`config.mk`:
```
export PLATFORM = sky130hd
export DESIGN_NAME = mwf_median
export DESIGN_NICKNAME = d
export VERILOG_FILES = /design/src/hdl/mwf_pkg.sv /design/src/hdl/mwf_median.sv
export SDC_FILE = /design/constraint.sdc
export NUM_CORES = 1
export LEC_CHECK = 0
export ABC_AREA = 1
export BUFFER_PORTS_ARGS = -buffer_cell sky130_fd_sc_hd__buf_2
export CAP_MARGIN = 20
export CORE_MARGIN = 2
export CORE_UTILIZATION = 30
export DETAILED_ROUTE_END_ITERATION = 8
export SLEW_MARGIN = 5
export SYNTH_ARGS = -nofsm -noshare
export SYNTH_HDL_FRONTEND = slang
export SYNTH_SLANG_ARGS = --single-unit
```
`constraint.sdc`:
```
create_clock -name vclk -period 12.4
set_clock_uncertainty 0.1 [all_clocks]
set_input_delay 0.62 -clock vclk [all_inputs]
set_output_delay 0.62 -clock vclk [all_outputs]
set_load 0.02 [all_outputs]
```
`src/hdl/mwf_pkg.sv`:
```
// Shared widths, reset values, parameter defaults and register indexes of the median filter.
package mwf_pkg;

    localparam int PIXEL_W        = 8;
    localparam int ROW_W          = 16;
    localparam int COL_W          = 10;
    localparam int WIDTH_REG_W    = 11;
    localparam int HEIGHT_REG_W   = 16;
    localparam int CFG_DATA_W     = 16;

    localparam int WIDTH_RESET    = 640;
    localparam int HEIGHT_RESET   = 480;

    localparam int DEF_WIN_W      = 3;
    localparam int DEF_WIN_H      = 3;
    localparam int DEF_MAX_WIDTH  = 1024;
    localparam int DEF_PIXEL_BITS = 8;

    typedef enum logic [0:0] {
        CFG_IMAGE_WIDTH  = 1'b0,
        CFG_IMAGE_HEIGHT = 1'b1
    } t_cfg_idx;

endpackage

```
`src/hdl/mwf_median.sv`:
```
// Rank selection network returning the element at the middle index of the sorted window.
module mwf_median #(
    parameter int N  = 9,
    parameter int PB = 8
) (
    input  logic [PB-1:0] i_win [N],
    output logic [PB-1:0] o_med
);
    import mwf_pkg::*;

    localparam int RW = $clog2(N + 1);
    localparam logic [RW-1:0] MID = RW'(N / 2);

    // Ties are broken by position, so every element gets a distinct rank.
    always_comb begin
        logic [RW-1:0] rank;
        o_med = '0;
        for (int i = 0; i < N; i++) begin
            rank = '0;
            for (int j = 0; j < N; j++) begin
                if ((i_win[j] < i_win[i]) || ((i_win[j] == i_win[i]) && (j < i))) begin
                    rank = rank + RW'(1);
                end
            end
            if (rank == MID) begin
                o_med = o_med | i_win[i];
            end
        end
    end

endmodule

```
==> results of run 1 <==
-- area by class of cell --
| type | count | area share [%] |
|---|---|---|
| multi-input combinational | 1732 | 82.4 |
| inverter | 344 | 9.63 |
| timing repair buffer | 80 | 2.99 |
| tap | 532 | 4.96 |
-- layout by cell type (no fill, tap or decap), types with 12 or more instances in the layout --
master / netlist / layout
a21oi_1: 112 / 112
nand2_4: 13 / 13
a21o_1: 14 / 14
ha_1: 349 / 349
buf_2: 0 / 80
nand4_1: 68 / 68
nand3_1: 213 / 213
or2_2: 12 / 12
inv_1: 329 / 329
nand2_1: 635 / 635
nand3_2: 21 / 21
inv_2: 15 / 15
nor2_1: 134 / 134
nand2_2: 44 / 44
o21ai_0: 24 / 24
-- critical path, delay by kind of cell --
kind	cells	cell delay [ns]
AO/OA/AOI/OAI	3	0.79
buffers and inverters	9	1.09
AND/OR/NAND/NOR	19	2.10
adder cells (fa/ha/maj)	7	2.06
-- power breakdown --
part           internal [µW]  switching [µW]  leakage [µW]
Sequential                 0               0             0
Combinational            451             946       0.00819
Clock                      0               0             0
-- routing by layer --
metal	up-vias	wire length (µm)	track usage, %
li1	7038	-	-
met1	6250	21200	28.8
met2	399	20500	36.4
met3	72	2690	1.95
met4	0	1720	6.76
met5	-	0	0
-- worst max path at each step --
| stage | startpoint | slack (ns) | end |
|---|---|---|---|
| after floorplan | i_win[33] | 6.40 | o_med[1] |
| after global placement | i_win[25] | 5.16 | o_med[5] |
| after detailed placement | i_win[31] | 5.08 | o_med[5] |
| after CTS | i_win[25] | 5.07 | o_med[5] |
| after global routing | i_win[25] | 4.50 | o_med[5] |
| final | i_win[25] | 4.98 | o_med[5] |
-- per-stage QoR --
stage / setup WS (ns) / utilization [%] / area (µm²) / total power (µW) / std cells
3_3_place_gp: 5.16 / 32.9 / 13400 / 1350 / 2688
4_1_cts: 5.07 / 32.9 / 13400 / 1380 / 2688
5_1_grt: 4.50 / 32.9 / 13400 / 1590 / 2688
6_report: 4.98 / 32.9 / 13400 / 1400 / 2688
2_1_floorplan: 6.40 / - / 12400 / 1000 / 2077
3_5_place_dp: 5.08 / 32.9 / 13400 / 1380 / 2688
-- cell families (layout without fill, tap and decap cells) --
| logic type | after synthesis | count (layout) | share of synthesized area [%] |
|---|---|---|---|
| adder cells (fa/ha/maj) | 349 | 349 | 35.3 |
| AND/OR/NAND/NOR | 1193 | 1193 | 45.0 |
| buffers and inverters | 345 | 424 | 10.5 |
| XOR/XNOR | 2 | 2 | 0.294 |
| AO/OA/AOI/OAI | 188 | 188 | 8.81 |
==> flow_metrics.env, run 1 <==
export IMPL_status="finished, final reports clean"
export IMPL_post_route_period_util_pct=59.8
export IMPL_multiInputGateArea_um2=11100
export IMPL_drv_slew=0
export IMPL_synth_cell_types=40
export IMPL_grt_usage_pct=21.5
export IMPL_min_path_type="input pin to primary output"
export IMPL_dp_hpwl_mm=39.6
export IMPL_seqCellArea_um2=0
export IMPL_grt_pass1_wl_mm=71.6
export IMPL_dieArea_um2=42800
export IMPL_yosys_warnings=0
export IMPL_synth_seq_area_share_pct=0
export IMPL_whs_endpoint="o_med[2]"
export IMPL_critPathKind="input pin to primary output"
export IMPL_maxSlewHeadroom_pct=46.5
export IMPL_drt_pass1_iter_count=5
export IMPL_syn_inst=2077
export IMPL_die_h_um=207
export IMPL_synthMostInstantiatedCell="nand2_1"
export IMPL_cp_slowest_cell="a21oi_2"
export IMPL_synth_common_cells="635 x nand2_1, 349 x ha_1, 329 x inv_1"
export IMPL_crit_fanout=8
export IMPL_achievable_frequency_mhz=135
export IMPL_diodes=0
export IMPL_syn_num_nets=2498
export IMPL_cts_resized=0
export IMPL_cpPeakStageDelay_ns=0.41
export IMPL_grt_setup_unrepaired="no"
export IMPL_avgSynthCellArea_um2=5.95
export IMPL_synth_area_um2=12400
export IMPL_post_drt_via_cell_ratio=5.12
export IMPL_place_congestion=0.977
export IMPL_cp_arrival_ns=6.70
export IMPL_maxCapViolCount=0
export IMPL_grt_pass1_vias=13067
export IMPL_start_kind="input pin"
export IMPL_leakagePower_uw=0.00819
export IMPL_clockBufferCount=0
export IMPL_drc_errors=0
export IMPL_ios=80
export IMPL_wl_per_cell_um=17.1
export IMPL_core_region_area_um2=40700
export IMPL_ant_nets=0
export IMPL_vias=13759
export IMPL_fillers=4535
export IMPL_whs_ns=1.60
export IMPL_drtIter0Drc=999
export IMPL_tightest_slew_ns=0.803
export IMPL_die_x_um=207
export IMPL_synth_top_cell_area_share_pct=35.3
export IMPL_fin_nets=2579
export IMPL_syn_to_final_growth_pct=8.54
export IMPL_fin_tns_setup_ns=0
export IMPL_setup_viol=0
export IMPL_cp_data_required_time_ns=11.68
export IMPL_finalHoldViolCount=0
export IMPL_layout_min_cycle_time_ns=7.42
export IMPL_routed_wl_mm=46.1
export IMPL_grt_max_degree=11
export IMPL_hold_depth=6
export IMPL_synth_area_leaders="ha_1 35%, nand2_1 19%, inv_1 10%, nand3_1 8.6%, a21oi_1 4.5%"
export IMPL_hp_start="i_win[10]"
export IMPL_num_rows=74
export IMPL_antenna_found_initial=0
export IMPL_nFlopsAndLatches=0
export IMPL_cts_setup_buffers=0
export IMPL_crit_top_cell="nand2_1"
export IMPL_vdd_drop_max_mv=0.0432
export IMPL_cp_end_kind="primary output"
export IMPL_postCtsHoldBufs=0
export IMPL_floorplan_initialDensity_pct=30.3
export IMPL_yosys_area_top_type="ha_1"
export IMPL_numPortBuffers=80
export IMPL_drive_gt1_share_pct=10.3
export IMPL_p_per_area_nw_per_um2=104
export IMPL_gr_total_overflow=0
Power figures use the tool's default switching activity.
==> inputs of run 2 (changes only) <==
==> constraint.sdc (replaced) <==
create_clock -name vclk -period 6.9
set_clock_uncertainty 0.1 [all_clocks]
set_input_delay 0.345 -clock vclk [all_inputs]
set_output_delay 0.345 -clock vclk [all_outputs]
set_load 0.02 [all_outputs]
==> run 2 against run 1 <==
Compared with the run above: sequential cell count is the same; setup slack lost 4.7 ns; worst hold slack lost 0.49 ns; utilization grew 0.80 points; total power grew 82%; largest cell class unchanged; highest routed layer unchanged.
==> flow_metrics.env, run 2 (synthesized netlist as in run 1, its figures left out) <==
export IMPL_diodes=0
export IMPL_drt_pass1_iter_count=7
export IMPL_maxCapViolCount=0
export IMPL_setup_viol=0
export IMPL_power_frac_comb_pct=100.0
export IMPL_antenna_found_initial=0
export IMPL_switching_share_pct=66.9
export IMPL_cp_slowest_cell="ha_1"
export IMPL_grt_setup_unrepaired="yes"
export IMPL_ant_nets=0
export IMPL_die_x_um=207
export IMPL_grt_pass1_vias=13125
export IMPL_core_region_area_um2=40700
export IMPL_finalHoldViolCount=0
export IMPL_drtIter0Drc=885
export IMPL_floorplan_initialDensity_pct=30.3
export IMPL_dieArea_um2=42800
export IMPL_drv_slew=0
export IMPL_pwr_share_clk_pct=0
export IMPL_drc_errors=0
export IMPL_p_switching_uw=1700
export IMPL_post_drt_via_cell_ratio=5.11
export IMPL_layout_common_cells="627 x nand2_1, 349 x ha_1, 325 x inv_1"
export IMPL_finalWorstSetupSlack_ns=0.317
export IMPL_final_common_cell="nand2_1"
export IMPL_critPathKind="input pin to primary output"
export IMPL_cp_startpoint="i_win[28]"
export IMPL_cpPeakStageDelay_ns=0.34
export IMPL_status="finished, final reports clean"
export IMPL_tightest_slew_ns=0.727
export IMPL_vias=13914
export IMPL_wl_per_cell_um=17.3
export IMPL_syn_to_final_growth_pct=11.2
export IMPL_whs_ns=1.11
export IMPL_drive_gt1_share_pct=12.3
export IMPL_seqCellArea_um2=0
export IMPL_ios=80
export IMPL_fin_nets=2614
export IMPL_power_frac_seq_pct=0
export IMPL_crit_fanout=8
export IMPL_die_h_um=207
export IMPL_endpoint="o_med[3]"
export IMPL_dp_hpwl_mm=40.9
export IMPL_routed_wl_mm=47.0
export IMPL_clockBufferCount=0
export IMPL_fillers=4521
export IMPL_cp_arrival_ns=6.14
export IMPL_grt_usage_pct=21.8
export IMPL_num_rows=74
export IMPL_numPortBuffers=80
export IMPL_gr_total_overflow=0
export IMPL_post_route_period_util_pct=95.4
export IMPL_place_ws_ns=0.251
export IMPL_p_per_area_nw_per_um2=185
export IMPL_crit_top_cell="nand2_1"
export IMPL_layout_min_cycle_time_ns=6.58
export IMPL_place_congestion=1.03
export IMPL_grt_pass1_wl_mm=71.8
export IMPL_maxSlewHeadroom_pct=51.5
export IMPL_achievable_frequency_mhz=152
export IMPL_vdd_drop_max_mv=0.0945
export IMPL_min_path_type="input pin to primary output"
export IMPL_cp_end_kind="primary output"
export IMPL_start_kind="input pin"
export IMPL_grt_max_degree=11
export IMPL_cp_data_required_time_ns=6.45
export IMPL_leakagePower_uw=0.00834
export IMPL_nFlopsAndLatches=0
export IMPL_p_int_uw=840
run 2: changes by cell type in the layout (fill, tap and decap cells not counted), sizes merged:
| cell | change |
|---|---|
| clkbuf | +1 |
| clkinvlp | +4 |
| buf | +34 |
| inv | -4 |
run 2: how the worst min path moves through the flow:
| stage | cells past startpoint | end | start | slack [ns] |
|---|---|---|---|---|
| finish | 6 | o_med[2] | i_win[10] | 1.11 |
| global route | 6 | o_med[2] | i_win[10] | 1.14 |
| CTS | 6 | o_med[2] | i_win[10] | 1.10 |
| floorplan | 4 | o_med[0] | i_win[48] | 0.88 |
| detailed placement | 6 | o_med[2] | i_win[10] | 1.10 |
| global placement | 6 | o_med[2] | i_win[10] | 1.10 |
run 2: metrics by stage:
stage	cells	instance area, µm²	power [µW]	util (%)	setup TNS [ns]
after CTS	2715	13600	2500	33.4	0
after detailed placement	2715	13600	2490	33.4	0
after floorplan	2077	12400	1800	-	0
after global routing	2723	13700	2880	33.7	-0.0470
final	2723	13700	2540	33.7	0
after global placement	2715	13600	2430	33.4	0
run 2: power groups by stage:
| stage | combinational [µW] | sequential [µW] | clock [µW] |
|---|---|---|---|
| floorplan | 1800 | 0 | 0 |
| global placement | 2430 | 0 | 0 |
| detailed placement | 2490 | 0 | 0 |
| CTS | 2500 | 0 | 0 |
| global route | 2880 | 0 | 0 |
| finish | 2540 | 0 | 0 |
run 2: final cells by class:
class	instances	area [µm²]	share of cell area, %
Timing Repair Buffer	115	666	4.84
Inverter	344	1310	9.51
Multi-Input combinational cell	1732	11100	80.8
Tap cell	532	666	4.84
run 2: timing repair:
item,CTS,global route
resized for setup,0,19
buffers inserted,0,8
hold buffers,0,0
endpoints found under the setup margin,0,8
run 2: critical path: cells and delay by family:
family / cells / cell delay, ns
adder cells (fa/ha/maj): 7 / 2.03
AO/OA/AOI/OAI: 2 / 0.53
AND/OR/NAND/NOR: 19 / 2.31
buffers and inverters: 8 / 0.92
run 2: metal layers:
layer / track usage [%] / vias to the layer above / wire length (µm)
li1: - / 7110 / -
met1: 29.0 / 6327 / 21500
met2: 37.2 / 399 / 21000
met3: 2.03 / 78 / 2760
met4: 6.89 / 0 / 1720
met5: 0 / - / 0
==> inputs of run 3 (changes only) <==
--- a/config.mk
+++ b/config.mk
@@ -11,6 +11,7 @@
 export CORE_MARGIN = 2
 export CORE_UTILIZATION = 30
 export DETAILED_ROUTE_END_ITERATION = 8
+export GPL_TIMING_DRIVEN = 0
 export SLEW_MARGIN = 5
 export SYNTH_ARGS = -nofsm -noshare
 export SYNTH_HDL_FRONTEND = slang
==> run 3 against run 2 <==
Compared with the run above: total power fell by 0.15%; non-clock buffer count fell by 15; sequential cell count did not move; via count fell by 1.2%; die area is the same; utilization is essentially flat; worst hold slack got worse by 0.056 ns; sequential share of layout area is the same.
==> flow_metrics.env, run 3 (synthesized netlist as in run 1, its figures left out) <==
export IMPL_drtIter0Drc=920
export IMPL_drive_gt1_share_pct=12.2
export IMPL_die_h_um=207
export IMPL_achievable_frequency_mhz=152
export IMPL_grt_pass1_wl_mm=68.5
export IMPL_tightest_slew_ns=0.670
export IMPL_critPathKind="input pin to primary output"
export IMPL_cp_end_kind="primary output"
export IMPL_min_path_type="input pin to primary output"
export IMPL_routed_wl_mm=43.8
export IMPL_grt_max_degree=11
export IMPL_place_congestion=0.954
export IMPL_hp_start="i_win[10]"
export IMPL_post_drt_via_cell_ratio=5.08
export IMPL_drv_slew=0
export IMPL_place_inst=2689
export IMPL_final_core_utilization_pct=33.7
export IMPL_numPortBuffers=80
export IMPL_syn_to_final_growth_pct=11.2
export IMPL_vdd_drop_max_mv=0.0980
export IMPL_drt_pass1_iter_count=5
export IMPL_dieArea_um2=42800
export IMPL_core_region_area_um2=40700
export IMPL_dp_hpwl_mm=37.6
export IMPL_start_kind="input pin"
export IMPL_antenna_found_initial=0
export IMPL_ios=80
export IMPL_power_frac_seq_pct=0
export IMPL_cp_startpoint="i_win[17]"
export IMPL_instances_no_fill=2708
export IMPL_final_common_cell="nand2_1"
export IMPL_post_route_period_util_pct=95.1
export IMPL_finalHoldViolCount=0
export IMPL_ant_nets=0
export IMPL_die_x_um=207
export IMPL_p_int_uw=854
export IMPL_crit_top_cell="nand2_1"
export IMPL_num_rows=74
export IMPL_crit_fanout=7
export IMPL_nFlopsAndLatches=0
export IMPL_postCtsHoldBufs=0
export IMPL_grt_pass1_vias=12863
export IMPL_cp_slowest_cell="ha_1"
export IMPL_vias=13749
export IMPL_fillers=4491
export IMPL_multiInputGateArea_um2=11200
export IMPL_switching_share_pct=66.3
export IMPL_wl_per_cell_um=16.2
export IMPL_status="finished, final reports clean"
export IMPL_clockBufferCount=0
export IMPL_floorplan_initialDensity_pct=30.3
export IMPL_cpPeakStageDelay_ns=0.38
export IMPL_leakagePower_uw=0.00827
export IMPL_cp_arrival_ns=6.12
export IMPL_layout_min_cycle_time_ns=6.56
export IMPL_p_per_area_nw_per_um2=185
export IMPL_p_switching_uw=1680
export IMPL_diodes=0
export IMPL_drc_errors=0
export IMPL_setup_viol=0
export IMPL_gr_total_overflow=0
export IMPL_grt_usage_pct=20.4
export IMPL_pwr_share_clk_pct=0
export IMPL_cp_data_required_time_ns=6.45
export IMPL_power_frac_comb_pct=100.0
export IMPL_maxCapViolCount=0
export IMPL_seqCellArea_um2=0
export IMPL_layout_common_cells="627 x nand2_1, 344 x ha_1, 323 x inv_1"
export IMPL_fin_nets=2599
export IMPL_maxSlewHeadroom_pct=55.3
## run 3: changes by cell type in the layout (fill, tap and decap cells not counted), moves of 2 or more
| cell | before | now |
|---|---|---|
| inv_1 | 325 | 323 |
| buf_2 | 79 | 73 |
| buf_4 | 35 | 19 |
| nor2_2 | 8 | 10 |
| clkbuf_4 | 1 | 7 |
| ha_4 | 0 | 5 |
| ha_1 | 349 | 344 |
| nor2_1 | 133 | 131 |
## run 3: final cells by class
class,count,share of cell area (%)
buffer,1,0.0820
timing repair buffer,99,4.08
tap,532,4.85
multi-input combinational,1732,81.5
inverter,344,9.54
## run 3: layer usage
metal,global-route usage (%),up-vias,part of all wire (%)
li1,-,7080,-
met1,27.7,6207,47
met2,34.7,369,45
met3,0.628,93,4.4
met4,6.61,0,3.8
met5,0,-,0
## run 3: final timing paths
| check | end | slack [ns] | cells after the start |
|---|---|---|---|
| max | o_med[7] | 0.34 | 37 |
| min | o_med[2] | 1.06 | 6 |
## run 3: power groups by stage
stage / registers [µW] / clock network (µW) / logic [µW]
finish: 0 / 0 / 2540
detailed placement: 0 / 0 / 2440
global placement: 0 / 0 / 2360
CTS: 0 / 0 / 2450
global route: 0 / 0 / 2890
floorplan: 0 / 0 / 1800
## run 3: stage by stage
stage	instance area, µm²	worst slack (ns)	power [µW]	hold slack, ns	TNS [ns]
after detailed placement	13400	0.106	2440	1.05	0
after floorplan	12400	1.45	1800	0.883	0
after global placement	13400	0.199	2360	1.06	0
after global routing	13700	-0.0134	2890	1.14	-0.0261
final	13700	0.338	2540	1.06	0
after CTS	13400	0.0949	2450	1.05	0
## run 3: worst max-delay path, delay by kind of cell
| family | cells | cell delay (ns) |
|---|---|---|
| adders and majority gates | 7 | 2.05 |
| AOI/OAI and AO/OA | 4 | 0.71 |
| buffers and inverters | 9 | 1.11 |
| and+or+nand+nor | 17 | 1.89 |
## run 3: what timing repair did
item                                    in CTS  in global routing
endpoints found under the setup margin       0                  8
buffers inserted                             0                 19
resized for setup                            0                 37
endpoints found under the hold margin        0                  0
